==> src/design/adm_pkg.sv <==
// adm_pkg: shared constants for the arcade drive mixer
// register index codes, configuration port sizes, default fractions
// no dependencies
package adm_pkg;

    // default data path width, signed Q2.(W-2)
    localparam int DEF_VALUE_WIDTH = 16;

    // configuration port
    localparam int CFG_DATA_W = 32;
    localparam int CFG_ADDR_W = 5;
    localparam int REG_IDX_W  = 3;

    // register index codes
    localparam logic [REG_IDX_W-1:0] REG_HEADING_GAIN     = 3'd0;
    localparam logic [REG_IDX_W-1:0] REG_THROTTLE_ALPHA   = 3'd1;
    localparam logic [REG_IDX_W-1:0] REG_HEADING_ALPHA    = 3'd2;
    localparam logic [REG_IDX_W-1:0] REG_TURBO_LIMIT      = 3'd3;
    localparam logic [REG_IDX_W-1:0] REG_HEADING_DEADBAND = 3'd4;
    localparam logic [REG_IDX_W-1:0] REG_SPIN_THRESHOLD   = 3'd5;

    // reset values as fractions of one
    localparam int GAIN_NUM     = 9;
    localparam int GAIN_DEN     = 5;
    localparam int TALPHA_DEN   = 4;
    localparam int HALPHA_DEN   = 2;
    localparam int TURBO_DEN    = 2;
    localparam int DEADBAND_DEN = 20;
    localparam int SPIN_DEN     = 10;

endpackage

==> src/design/adm_cmd_if.sv <==
// adm_cmd_if: input channel of the drive mixer, sticks and button levels
// depends on adm_pkg for the default width
interface adm_cmd_if #(
    parameter int VALUE_WIDTH = adm_pkg::DEF_VALUE_WIDTH
);
    logic                          valid;
    logic                          ready;
    logic signed [VALUE_WIDTH-1:0] throttle_stick;
    logic signed [VALUE_WIDTH-1:0] heading_stick;
    logic                          antiturbo_button;
    logic                          smoothing_button;
    logic                          shifter_button;

    modport source (
        output valid, throttle_stick, heading_stick,
        output antiturbo_button, smoothing_button, shifter_button,
        input  ready
    );

    modport sink (
        input  valid, throttle_stick, heading_stick,
        input  antiturbo_button, smoothing_button, shifter_button,
        output ready
    );
endinterface

==> src/design/adm_drv_if.sv <==
// adm_drv_if: result channel of the drive mixer, motor commands and mode flags
// depends on adm_pkg for the default width
interface adm_drv_if #(
    parameter int VALUE_WIDTH = adm_pkg::DEF_VALUE_WIDTH
);
    logic                          valid;
    logic                          ready;
    logic signed [VALUE_WIDTH-1:0] left_drive;
    logic signed [VALUE_WIDTH-1:0] right_drive;
    logic                          high_gear;
    logic                          quick_turn;
    logic                          anti_turbo_active;
    logic                          smoothing_active;

    modport source (
        output valid, left_drive, right_drive,
        output high_gear, quick_turn, anti_turbo_active, smoothing_active,
        input  ready
    );

    modport sink (
        input  valid, left_drive, right_drive,
        input  high_gear, quick_turn, anti_turbo_active, smoothing_active,
        output ready
    );
endinterface

==> src/design/arcade_drive_mixer.sv <==
// arcade_drive_mixer: arcade drive with quick turn on one shared multiplier
// sequence: after the input transfer the states TURBO_T, TURBO_H, SMOOTH_T, SMOOTH_H, LEVEL_H,
//   ANG1, ANG2 and MIX step the shared multiplier through six products; MIX waits for a free
//   output register, and a new input is taken only back in IDLE; a result waiting in the output
//   register does not block the next input transfer
// reset: asynchronous, active low; levels and buttons zero, smoothing on, registers default
module arcade_drive_mixer #(
    parameter int VALUE_WIDTH = adm_pkg::DEF_VALUE_WIDTH
) (
    input  logic                          clk,
    input  logic                          rst_n,
    adm_cmd_if.sink                       cmd,
    adm_drv_if.source                     drv,
    input  logic                          psel,
    input  logic                          penable,
    input  logic                          pwrite,
    input  logic [adm_pkg::CFG_ADDR_W-1:0] paddr,
    input  logic [adm_pkg::CFG_DATA_W-1:0] pwdata,
    output logic [adm_pkg::CFG_DATA_W-1:0] prdata,
    output logic                          pready
);
    import adm_pkg::*;

    localparam int W     = VALUE_WIDTH;
    localparam int F     = W - 2;
    localparam int XW    = W + 5;
    localparam int AW    = W + 2;
    localparam int BW    = W + 1;
    localparam int PW    = AW + BW;
    localparam int ONE_I = 1 << F;

    localparam logic [W-1:0]        ONE_U = W'(ONE_I);
    localparam logic signed [W-1:0] ONE_S = W'(ONE_I);

    localparam logic [W-1:0]   GAIN_RST   = W'((ONE_I * GAIN_NUM) / GAIN_DEN);
    localparam logic [W-2:0]   TALPHA_RST = (W-1)'(ONE_I / TALPHA_DEN);
    localparam logic [W-2:0]   HALPHA_RST = (W-1)'(ONE_I / HALPHA_DEN);
    localparam logic [W-2:0]   TURBO_RST  = (W-1)'(ONE_I / TURBO_DEN);
    localparam logic [W-2:0]   DEADB_RST  = (W-1)'(ONE_I / DEADBAND_DEN);
    localparam logic [W-2:0]   SPIN_RST   = (W-1)'(ONE_I / SPIN_DEN);

    // sequencer states
    localparam int ST_W = 4;
    localparam logic [ST_W-1:0] ST_IDLE     = 4'd0;
    localparam logic [ST_W-1:0] ST_TURBO_T  = 4'd1;
    localparam logic [ST_W-1:0] ST_TURBO_H  = 4'd2;
    localparam logic [ST_W-1:0] ST_SMOOTH_T = 4'd3;
    localparam logic [ST_W-1:0] ST_SMOOTH_H = 4'd4;
    localparam logic [ST_W-1:0] ST_LEVEL_H  = 4'd5;
    localparam logic [ST_W-1:0] ST_ANG1     = 4'd6;
    localparam logic [ST_W-1:0] ST_ANG2     = 4'd7;
    localparam logic [ST_W-1:0] ST_MIX      = 4'd8;

    // sign extend a level to the wide working width
    function automatic logic signed [XW-1:0] ext(input logic signed [W-1:0] v);
        ext = $signed({{(XW-W){v[W-1]}}, v});
    endfunction

    // symmetric clamp to plus or minus lim
    function automatic logic signed [W-1:0] clamp_sym(input logic signed [XW-1:0] v,
                                                      input logic [W-1:0] lim);
        logic signed [XW-1:0] hi;
        logic signed [XW-1:0] lo;
        hi = $signed({{(XW-W){1'b0}}, lim});
        lo = -hi;
        if (v > hi) begin
            clamp_sym = hi[W-1:0];
        end else if (v < lo) begin
            clamp_sym = lo[W-1:0];
        end else begin
            clamp_sym = v[W-1:0];
        end
    endfunction

    // configuration registers
    logic [W-1:0] heading_gain_reg;
    logic [W-2:0] throttle_alpha_reg;
    logic [W-2:0] heading_alpha_reg;
    logic [W-2:0] turbo_limit_reg;
    logic [W-2:0] heading_deadband_reg;
    logic [W-2:0] spin_threshold_reg;

    // control and state
    logic [ST_W-1:0]      state_reg;
    logic [ST_W-1:0]      state_next;
    logic signed [W-1:0]  tlevel_reg;
    logic signed [W-1:0]  hlevel_reg;
    logic                 turbo_flag_reg;
    logic                 smooth_flag_reg;
    logic                 gear_flag_reg;
    logic [2:0]           buttons_reg;
    logic                 out_valid_reg;

    // payload
    logic signed [W-1:0]  x_t_reg;
    logic signed [W-1:0]  x_h_reg;
    logic signed [PW-1:0] prod_reg;
    logic signed [W-1:0]  left_reg;
    logic signed [W-1:0]  right_reg;
    logic                 qt_reg;
    logic                 gear_out_reg;
    logic                 turbo_out_reg;
    logic                 smooth_out_reg;

    logic [REG_IDX_W-1:0] cfg_idx;
    logic                 cfg_wr;
    logic                 in_xfer;
    logic                 out_free;
    logic [2:0]           buttons_now;
    logic [2:0]           rise;

    logic signed [AW-1:0] op_a;
    logic signed [BW-1:0] op_b;
    logic signed [PW-1:0] prod;
    logic signed [XW-1:0] scaled;
    logic [W-1:0]         abs_t;
    logic [W-1:0]         abs_h;
    logic                 qt;
    logic                 dead_ok;
    logic signed [XW-1:0] ang;
    logic signed [XW-1:0] sum_l;
    logic signed [XW-1:0] sum_r;
    logic signed [XW-1:0] mix_l;
    logic signed [XW-1:0] mix_r;

    // apb decode and read back
    assign pready  = 1'b1;
    assign cfg_idx = paddr[CFG_ADDR_W-1:2];
    assign cfg_wr  = psel && penable && pwrite;

    always_comb
    begin
        unique case (cfg_idx)
            REG_HEADING_GAIN:     prdata = CFG_DATA_W'(heading_gain_reg);
            REG_THROTTLE_ALPHA:   prdata = CFG_DATA_W'(throttle_alpha_reg);
            REG_HEADING_ALPHA:    prdata = CFG_DATA_W'(heading_alpha_reg);
            REG_TURBO_LIMIT:      prdata = CFG_DATA_W'(turbo_limit_reg);
            REG_HEADING_DEADBAND: prdata = CFG_DATA_W'(heading_deadband_reg);
            REG_SPIN_THRESHOLD:   prdata = CFG_DATA_W'(spin_threshold_reg);
            default:              prdata = '0;
        endcase
    end

    always_ff @(posedge clk or negedge rst_n)
    begin
        if (!rst_n) begin
            heading_gain_reg     <= GAIN_RST;
            throttle_alpha_reg   <= TALPHA_RST;
            heading_alpha_reg    <= HALPHA_RST;
            turbo_limit_reg      <= TURBO_RST;
            heading_deadband_reg <= DEADB_RST;
            spin_threshold_reg   <= SPIN_RST;
        end else if (cfg_wr) begin
            unique case (cfg_idx)
                REG_HEADING_GAIN:     heading_gain_reg     <= pwdata[W-1:0];
                REG_THROTTLE_ALPHA:   throttle_alpha_reg   <= pwdata[W-2:0];
                REG_HEADING_ALPHA:    heading_alpha_reg    <= pwdata[W-2:0];
                REG_TURBO_LIMIT:      turbo_limit_reg      <= pwdata[W-2:0];
                REG_HEADING_DEADBAND: heading_deadband_reg <= pwdata[W-2:0];
                REG_SPIN_THRESHOLD:   spin_threshold_reg   <= pwdata[W-2:0];
                default:              ;
            endcase
        end
    end

    // handshake
    assign cmd.ready = (state_reg == ST_IDLE);
    assign in_xfer   = cmd.valid && cmd.ready;
    assign out_free  = !out_valid_reg || drv.ready;

    assign buttons_now = {cmd.shifter_button, cmd.smoothing_button, cmd.antiturbo_button};
    assign rise        = buttons_now & ~buttons_reg;

    // shared multiplier operand select
    always_comb
    begin
        unique case (state_reg)
            ST_TURBO_T: begin
                op_a = $signed({{(AW-W){x_t_reg[W-1]}}, x_t_reg});
                op_b = $signed({2'b00, turbo_limit_reg});
            end
            ST_TURBO_H: begin
                op_a = $signed({{(AW-W){x_h_reg[W-1]}}, x_h_reg});
                op_b = $signed({2'b00, turbo_limit_reg});
            end
            ST_SMOOTH_T: begin
                op_a = $signed({{(AW-W){x_t_reg[W-1]}}, x_t_reg})
                     - $signed({{(AW-W){tlevel_reg[W-1]}}, tlevel_reg});
                op_b = $signed({2'b00, throttle_alpha_reg});
            end
            ST_SMOOTH_H: begin
                op_a = $signed({{(AW-W){x_h_reg[W-1]}}, x_h_reg})
                     - $signed({{(AW-W){hlevel_reg[W-1]}}, hlevel_reg});
                op_b = $signed({2'b00, heading_alpha_reg});
            end
            ST_ANG1: begin
                op_a = $signed({2'b00, abs_t});
                op_b = $signed({hlevel_reg[W-1], hlevel_reg});
            end
            ST_ANG2: begin
                op_a = scaled[AW-1:0];
                op_b = $signed({1'b0, heading_gain_reg});
            end
            default: begin
                op_a = '0;
                op_b = '0;
            end
        endcase
    end

    assign prod = op_a * op_b;

    // floor shift of the registered product
    assign scaled = prod_reg[PW-1:F];

    // magnitudes and mode decisions on the stored levels
    assign abs_t   = tlevel_reg[W-1] ? W'(-tlevel_reg) : W'(tlevel_reg);
    assign abs_h   = hlevel_reg[W-1] ? W'(-hlevel_reg) : W'(hlevel_reg);
    assign qt      = (abs_t < {1'b0, spin_threshold_reg})
                  && (abs_h > {1'b0, spin_threshold_reg});
    assign dead_ok = abs_h > {1'b0, heading_deadband_reg};

    // side mix with sign gating
    always_comb
    begin
        ang   = dead_ok ? scaled : '0;
        sum_l = ext(tlevel_reg) + ang;
        sum_r = ext(tlevel_reg) - ang;
        mix_l = sum_l;
        mix_r = sum_r;
        if (qt) begin
            mix_l = ext(hlevel_reg);
            mix_r = -ext(hlevel_reg);
        end else if (!tlevel_reg[W-1]) begin
            if (sum_l[XW-1]) mix_l = '0;
            if (sum_r[XW-1]) mix_r = '0;
        end else begin
            if (!sum_l[XW-1]) mix_l = '0;
            if (!sum_r[XW-1]) mix_r = '0;
        end
    end

    // sequencer next state
    always_comb
    begin
        unique case (state_reg)
            ST_IDLE:     state_next = in_xfer ? ST_TURBO_T : ST_IDLE;
            ST_TURBO_T:  state_next = ST_TURBO_H;
            ST_TURBO_H:  state_next = ST_SMOOTH_T;
            ST_SMOOTH_T: state_next = ST_SMOOTH_H;
            ST_SMOOTH_H: state_next = ST_LEVEL_H;
            ST_LEVEL_H:  state_next = ST_ANG1;
            ST_ANG1:     state_next = ST_ANG2;
            ST_ANG2:     state_next = ST_MIX;
            ST_MIX:      state_next = out_free ? ST_IDLE : ST_MIX;
            default:     state_next = ST_IDLE;
        endcase
    end

    // control state, flags and stored levels
    always_ff @(posedge clk or negedge rst_n)
    begin
        if (!rst_n) begin
            state_reg       <= ST_IDLE;
            tlevel_reg      <= '0;
            hlevel_reg      <= '0;
            turbo_flag_reg  <= 1'b0;
            smooth_flag_reg <= 1'b1;
            gear_flag_reg   <= 1'b0;
            buttons_reg     <= '0;
            out_valid_reg   <= 1'b0;
        end else begin
            state_reg <= state_next;
            if (in_xfer) begin
                buttons_reg     <= buttons_now;
                turbo_flag_reg  <= turbo_flag_reg ^ rise[0];
                smooth_flag_reg <= smooth_flag_reg ^ rise[1];
                gear_flag_reg   <= gear_flag_reg ^ rise[2];
            end
            if (state_reg == ST_SMOOTH_H) begin
                tlevel_reg <= smooth_flag_reg ? clamp_sym(ext(tlevel_reg) + scaled, ONE_U)
                                              : clamp_sym(ext(x_t_reg), ONE_U);
            end
            if (state_reg == ST_LEVEL_H) begin
                hlevel_reg <= smooth_flag_reg ? clamp_sym(ext(hlevel_reg) + scaled, ONE_U)
                                              : clamp_sym(ext(x_h_reg), ONE_U);
            end
            if ((state_reg == ST_MIX) && out_free) begin
                out_valid_reg <= 1'b1;
                if (qt) tlevel_reg <= '0;
            end else if (drv.ready) begin
                out_valid_reg <= 1'b0;
            end
        end
    end

    // payload: product, shaped sticks, result register
    always_ff @(posedge clk)
    begin
        // angular term held while the mix step waits for the output
        if (state_reg != ST_MIX) begin
            prod_reg <= prod;
        end
        if (in_xfer) begin
            x_t_reg <= cmd.throttle_stick;
            x_h_reg <= cmd.heading_stick;
        end
        if ((state_reg == ST_TURBO_H) && turbo_flag_reg) begin
            x_t_reg <= clamp_sym(scaled, {1'b0, turbo_limit_reg});
        end
        if ((state_reg == ST_SMOOTH_T) && turbo_flag_reg) begin
            x_h_reg <= clamp_sym(scaled, {1'b0, turbo_limit_reg});
        end
        if ((state_reg == ST_MIX) && out_free) begin
            left_reg       <= clamp_sym(mix_l, ONE_U);
            right_reg      <= clamp_sym(mix_r, ONE_U);
            qt_reg         <= qt;
            gear_out_reg   <= gear_flag_reg;
            turbo_out_reg  <= turbo_flag_reg;
            smooth_out_reg <= smooth_flag_reg;
        end
    end

    // result channel
    assign drv.valid             = out_valid_reg;
    assign drv.left_drive        = left_reg;
    assign drv.right_drive       = right_reg;
    assign drv.quick_turn        = qt_reg;
    assign drv.high_gear         = gear_out_reg;
    assign drv.anti_turbo_active = turbo_out_reg;
    assign drv.smoothing_active  = smooth_out_reg;

`ifndef SYNTHESIS
    // an accepted item always starts the sequence at the first product
    assert property (@(posedge clk) disable iff (!rst_n)
        in_xfer |=> (state_reg == ST_TURBO_T))
        else $error("sequencer did not start after input transfer");

    // a new result only appears out of the mix step
    assert property (@(posedge clk) disable iff (!rst_n)
        $rose(drv.valid) |-> ($past(state_reg) == ST_MIX))
        else $error("result valid rose outside the mix step");

    // stored levels stay within plus or minus one
    assert property (@(posedge clk) disable iff (!rst_n)
        (tlevel_reg <= ONE_S) && (tlevel_reg >= -ONE_S)
        && (hlevel_reg <= ONE_S) && (hlevel_reg >= -ONE_S))
        else $error("stored level outside plus or minus one");

    // quick turn drives the sides exactly opposite
    assert property (@(posedge clk) disable iff (!rst_n)
        (drv.valid && drv.quick_turn) |-> ((drv.left_drive + drv.right_drive) == '0))
        else $error("quick turn sides not opposite");
`endif

endmodule

==> src/flat_wrapper.sv <==
// flat-port wrapper written by rule: the top's interface ports become plain ports
module arcade_drive_mixer_flat import adm_pkg::*;
#(
    parameter int VALUE_WIDTH = adm_pkg::DEF_VALUE_WIDTH
)
  (clk, rst_n, psel, penable, pwrite, paddr, pwdata, prdata, pready, cmd_valid, cmd_throttle_stick, cmd_heading_stick, cmd_antiturbo_button, cmd_smoothing_button, cmd_shifter_button, cmd_ready, drv_valid, drv_left_drive, drv_right_drive, drv_high_gear, drv_quick_turn, drv_anti_turbo_active, drv_smoothing_active, drv_ready);
  adm_cmd_if #(.VALUE_WIDTH(VALUE_WIDTH)) cmd_i ();
  adm_drv_if #(.VALUE_WIDTH(VALUE_WIDTH)) drv_i ();
  input  logic clk;
  input  logic rst_n;
  input  logic psel;
  input  logic penable;
  input  logic pwrite;
  input  logic [adm_pkg::CFG_ADDR_W-1:0] paddr;
  input  logic [adm_pkg::CFG_DATA_W-1:0] pwdata;
  output logic [adm_pkg::CFG_DATA_W-1:0] prdata;
  output logic pready;
  input wire logic [$bits(cmd_i.valid)-1:0] cmd_valid;
  input wire logic [$bits(cmd_i.throttle_stick)-1:0] cmd_throttle_stick;
  input wire logic [$bits(cmd_i.heading_stick)-1:0] cmd_heading_stick;
  input wire logic [$bits(cmd_i.antiturbo_button)-1:0] cmd_antiturbo_button;
  input wire logic [$bits(cmd_i.smoothing_button)-1:0] cmd_smoothing_button;
  input wire logic [$bits(cmd_i.shifter_button)-1:0] cmd_shifter_button;
  output wire logic [$bits(cmd_i.ready)-1:0] cmd_ready;
  output wire logic [$bits(drv_i.valid)-1:0] drv_valid;
  output wire logic [$bits(drv_i.left_drive)-1:0] drv_left_drive;
  output wire logic [$bits(drv_i.right_drive)-1:0] drv_right_drive;
  output wire logic [$bits(drv_i.high_gear)-1:0] drv_high_gear;
  output wire logic [$bits(drv_i.quick_turn)-1:0] drv_quick_turn;
  output wire logic [$bits(drv_i.anti_turbo_active)-1:0] drv_anti_turbo_active;
  output wire logic [$bits(drv_i.smoothing_active)-1:0] drv_smoothing_active;
  input wire logic [$bits(drv_i.ready)-1:0] drv_ready;
  assign cmd_i.valid = cmd_valid;
  assign cmd_i.throttle_stick = cmd_throttle_stick;
  assign cmd_i.heading_stick = cmd_heading_stick;
  assign cmd_i.antiturbo_button = cmd_antiturbo_button;
  assign cmd_i.smoothing_button = cmd_smoothing_button;
  assign cmd_i.shifter_button = cmd_shifter_button;
  assign cmd_ready = cmd_i.ready;
  assign drv_valid = drv_i.valid;
  assign drv_left_drive = drv_i.left_drive;
  assign drv_right_drive = drv_i.right_drive;
  assign drv_high_gear = drv_i.high_gear;
  assign drv_quick_turn = drv_i.quick_turn;
  assign drv_anti_turbo_active = drv_i.anti_turbo_active;
  assign drv_smoothing_active = drv_i.smoothing_active;
  assign drv_i.ready = drv_ready;
  arcade_drive_mixer #(.VALUE_WIDTH(VALUE_WIDTH)) u_core (.clk(clk), .rst_n(rst_n), .cmd(cmd_i), .drv(drv_i), .psel(psel), .penable(penable), .pwrite(pwrite), .paddr(paddr), .pwdata(pwdata), .prdata(prdata), .pready(pready));
endmodule
==> config.mk <==
export PLATFORM = sky130hd
export DESIGN_NAME = arcade_drive_mixer_flat
export DESIGN_NICKNAME = d
export VERILOG_FILES = /design/src/design/adm_pkg.sv /design/src/design/adm_cmd_if.sv /design/src/design/adm_drv_if.sv /design/src/design/arcade_drive_mixer.sv /design/src/flat_wrapper.sv
export SDC_FILE = /design/constraint.sdc
export NUM_CORES = 2
export LEC_CHECK = 0
export ABC_AREA = 1
export BUFFER_PORTS_ARGS = -buffer_cell sky130_fd_sc_hd__buf_2
export CORE_MARGIN = 2
export CORE_UTILIZATION = 35
export CTS_CLUSTER_DIAMETER = 150
export DETAILED_ROUTE_END_ITERATION = 10
export REMOVE_ABC_BUFFERS = 1
export SYNTH_ARGS = -nofsm -noshare
export SYNTH_HDL_FRONTEND = slang
export SYNTH_SLANG_ARGS = --single-unit
==> constraint.sdc <==
create_clock -name clk -period 22.4 [get_ports clk]
set_input_delay 4.48 -clock clk [delete_from_list [all_inputs] [get_ports clk]]
set_output_delay 4.48 -clock clk [all_outputs]
set_load 0.01 [all_outputs]
After elaboration in Yosys (flattened, before gate mapping)
Index checks and enable logic that the tools add are counted.

word-level totals
  logic and storage cells = 135
  register bits = 237

operators by class
  muxes and demuxes = 40
  order comparisons = 17
  add/sub/neg operators = 10
  equality and inequality tests = 14
  bitwise logic cells = 5
  multipliers = 1
  reduce and logical (&&, ||, !) cells = 23

operator list
  cell                                                             count
  2-to-1 mux 16 bit                                                23
  2-to-1 mux 21 bit                                                7
  one-hot mux 18 bit (6 select lines)                              1
  one-hot mux 16 bit (6 select lines)                              1
  one-hot mux 17 bit (5 select lines)                              1
  greater-than comparator 21 x 16 -> 1 bit, second input constant  4
  less-than comparator 21 x 15 -> 1 bit, second input constant     4
  adder 16 x 21 -> 21 bit                                          3
  2-to-1 mux 20 bit                                                2
  one-hot mux 4 bit (9 select lines)                               1
  multiplier 18 x 17 -> 35 bit                                     1
  subtractor 16 x 16 -> 17 bit                                     2
  greater-than comparator 16 x 15 -> 1 bit                         2
  greater-than comparator 16 bit, second input constant            2
  less-than comparator 16 x 15 -> 1 bit, second input constant     2
  negator 16 bit                                                   2
  greater-than comparator 21 x 16 -> 1 bit                         1
  less-than comparator 21 bit                                      1
  negator 15 -> 21 bit                                             1
  negator 16 -> 21 bit                                             1
  subtractor 16 x 21 -> 21 bit                                     1
  equality test 4 x 3 -> 1 bit, second input constant              4
  less-than comparator 16 x 15 -> 1 bit                            1
  AND reduction 2 bit                                              6
  19 further kinds                                                 36

Logic depth before layout (Yosys ltp)
  depth in word-level cells = 10
  mapped depth = 46
  depth with buffers taken out = 43

Worst setup path after synthesis
Ideal clock, no wire load.

  path kind = input port to output port
  start point = input port paddr[4] in the netlist's numbering
  end point = output port prdata[11] in the netlist's numbering
  data required time = 17,920 ps
  setup slack = 12,396 ps
  arrival time = 5,524 ps
  stages on the path = 4
  cell sequence = nor3_1 > clkbuf_1 > a22oi_1 > o211ai_1

between the ends
  cells in the longest elaborated chain, start to end = 2
  elaborated cells on any way between the ends = 7

RTL lines
  what                                         RTL line                   source
  start, declared                              flat_wrapper.sv:14         input logic [adm_pkg::CFG_ADDR_W-1:0] paddr;
  equality test 3 bit (tied with other cells)  arcade_drive_mixer.sv:133  unique case (cfg_idx)
  one-hot mux 16 bit (6 select lines) (*)      arcade_drive_mixer.sv:133
  end, declared                                flat_wrapper.sv:16         output logic [adm_pkg::CFG_DATA_W-1:0] prdata;

Every way passes the cells marked *; elsewhere a longest branch is shown, timed or not.

Worst setup path in the final report
  start point = input port paddr[4] in the netlist's numbering
  end point = output port prdata[9] in the netlist's numbering

The elaborated chain is that of the path after synthesis.

==> flow_summary.toml <==
[yosys]
synth.largest_area_cell = "fa_1"
syn_area_per_cell_um2 = 7.43
synthDominantCellAreaShare_pct = 19.6
synth.cell_area_um2 = 32300
synthFlopType = "dfrtp_1"
yosysUniqueCellTypes = 66
syn_inst = 4343
synth_async_sr_flop_share_pct = 60.1
ys_seq_area_share_pct = 18.8
synth_edf_count = 89
yosys_warnings = 0
yosys-top-cells-area = "fa_1 (20%), nand2_1 (11%), ha_1 (11%), inv_1 (9.5%), dfrtp_1 (8.5%)"
ys_seq_elements = 223

[grt]
top_usage_layer = "met2"
grt_antenna_before_repair = 4
grtUsageMet1_pct = 32.5
grt_pass1_wl_mm = 180
grt_pass1_vias = 29246
use_met3_pct = 3.56
grt_usage_pct = 25.2
grt_use_met2_pct = 41.8
grt_max_degree = 71
grt_overflow = 0

[layout]
drive_above_1_share_pct = 7.25
largest_reg_flops = 21
final_common_cell = "nand2_1"
fin_cells = 5598
layout_common_cells = "nand2_1 (943), inv_1 (816), nor2_1 (373)"
finish.net_count = 5066
area_growth_pct = 8.06
antenna_cells = 0

[die]
die-area_um2 = 94600
pin_count = 150
die_w_um = 308
num_rows = 111
die_h_um = 308
core_area_um2 = 91500
start_util_pct = 35.2

[hold_path]
worst_hold_path.endpoint = "u_core.gear_flag_reg"
hold_path_class = "register to register"
hold_depth = 1
min-delay-start = "u_core.gear_flag_reg"

[critical_path]
reg2reg_slack_ns = 13.08
cp-end-kind = "primary output"
reg2regPathDepth = 40
r2r-end = "u_core.prod_reg[31]"
cp.required_ns = 17.92
path_class = "input pin to primary output"
critPathLaunchType = "input pin"
path_max_fanout = 12
rr_startpoint = "u_core.tlevel_reg[0]"
arrival_ns = 6.53

[clock_tree]
cts_htree_levels = 1
cts_tree = "built"
clock_path_buffers = 3
numCtsBuffers = 26
post_cts_buffers = 0
cts_num_sinks = 223
clock_latency_ns = 0.61
cts_resized = 0
holdBufCountCts = 0
cts_root_buffer = "clkbuf_16"
clk_pin_slew_worst_paths_ns = 0.06

[timing]
worst_pin_slew_ns = 1.09
min_period_ns = 11.01
slew_headroom_pct = 27.5
finalCritPeriodShare_pct = 49.2
setup_viol_count_final = 0
skew_ns = 0.0474
grt_setup_unrepaired = "false"
fin_tns_setup_ns = 0
fmax_mhz = 90.8
hold_viol = 0
report.final.slew_viol_count = 0

[placed_design]
dp.cells = 5550
gp_congestion = 1.01
hpwlAfterDp_mm = 95.9
io_buffers = 114

[drt]
wl_per_cell_um = 21.4
drt-initial-drc-count = 2802
viasPerCell = 5.30
post-route-drc-count = 0
finalWirelength_mm = 120
drtPass1Iterations = 7
via_count = 29653
drtAntennaViolNets = 0

[job]
cap_violations = 0

[status]
status = "completed"
[cells in the mapped netlist (12+ instances only)]
cell type / number
o21ai_0: 263
edfxtp_1: 89
o22ai_1: 37
nor2_1: 376
o21a_1: 19
clkbuf_1: 98
inv_2: 13
nor2_4: 20
xor2_1: 98
o211ai_1: 29
a21oi_1: 278
nor4_1: 20
inv_1: 816
o21ai_1: 19
a221oi_1: 29
xnor2_1: 28
dfrtp_1: 109
a22oi_1: 12
buf_4: 26
a21boi_0: 19
nand2_1: 944
a21o_1: 12
nand3_1: 132
ha_1: 279
nor3_1: 43
fa_1: 316
nand4_1: 37
dfstp_2: 25
[worst max-delay path by stage]
stage | cells after the start | to | slack [ns] | start
6_report | 8 | prdata[9] | 11.39 | paddr[4]
3_5_place_dp | 8 | prdata[9] | 11.44 | paddr[4]
3_3_place_gp | 8 | prdata[9] | 11.45 | paddr[4]
4_1_cts | 8 | prdata[9] | 11.45 | paddr[4]
5_1_grt | 8 | prdata[12] | 11.33 | paddr[4]
2_1_floorplan | 4 | prdata[0] | 12.07 | paddr[4]
[layout make-up]
| type | instances | area, µm² |
|---|---|---|
| fill | 9679 | 56700 |
| multi-input combinational | 3147 | 22400 |
| sequential | 223 | 6060 |
| inverter | 840 | 3160 |
| tap | 1186 | 1480 |
| timing repair buffer | 154 | 877 |
| clock buffer | 34 | 753 |
| clock inverter | 14 | 153 |
[through the flow]
step	utilization [%]	hold WS, ns	area, µm²	setup slack, ns
after floorplan	-	0.437	31600	12.07
after global placement	37.1	0.452	34000	11.45
after detailed placement	37.1	0.462	34000	11.44
after CTS	38.1	0.471	34900	11.45
after global routing	38.1	0.507	34900	11.33
final	38.1	0.466	34900	11.39
[critical path: stages]
cell and delay [ns]:
buf_2 0.13, inv_1 0.06, nor3_1 0.61, inv_1 0.48
o22ai_1 0.26, a21oi_1 0.06, nand3_1 0.23, buf_2 0.21
[per-layer routing]
layer,part of all wire (%),vias up
met4,5.2,2
met1,41,14337
met5,0.011,-
met2,46,1176
met3,7.4,254
li1,-,13884
[kinds of logic after synthesis]
kind of cell | after synthesis | synth area share, %
flip-flops | 223 | 18.8
XOR/XNOR | 127 | 3.47
AO/OA/AOI/OAI | 782 | 13.9
other | 2 | 0.0233
AND/OR/NAND/NOR | 1626 | 21.2
adder cells (fa/ha/maj) | 595 | 30.4
buffers and inverters | 988 | 12.1
Power is not shown: default switching activity piles up to over one toggle a cycle in this logic, so the estimate is an artifact.
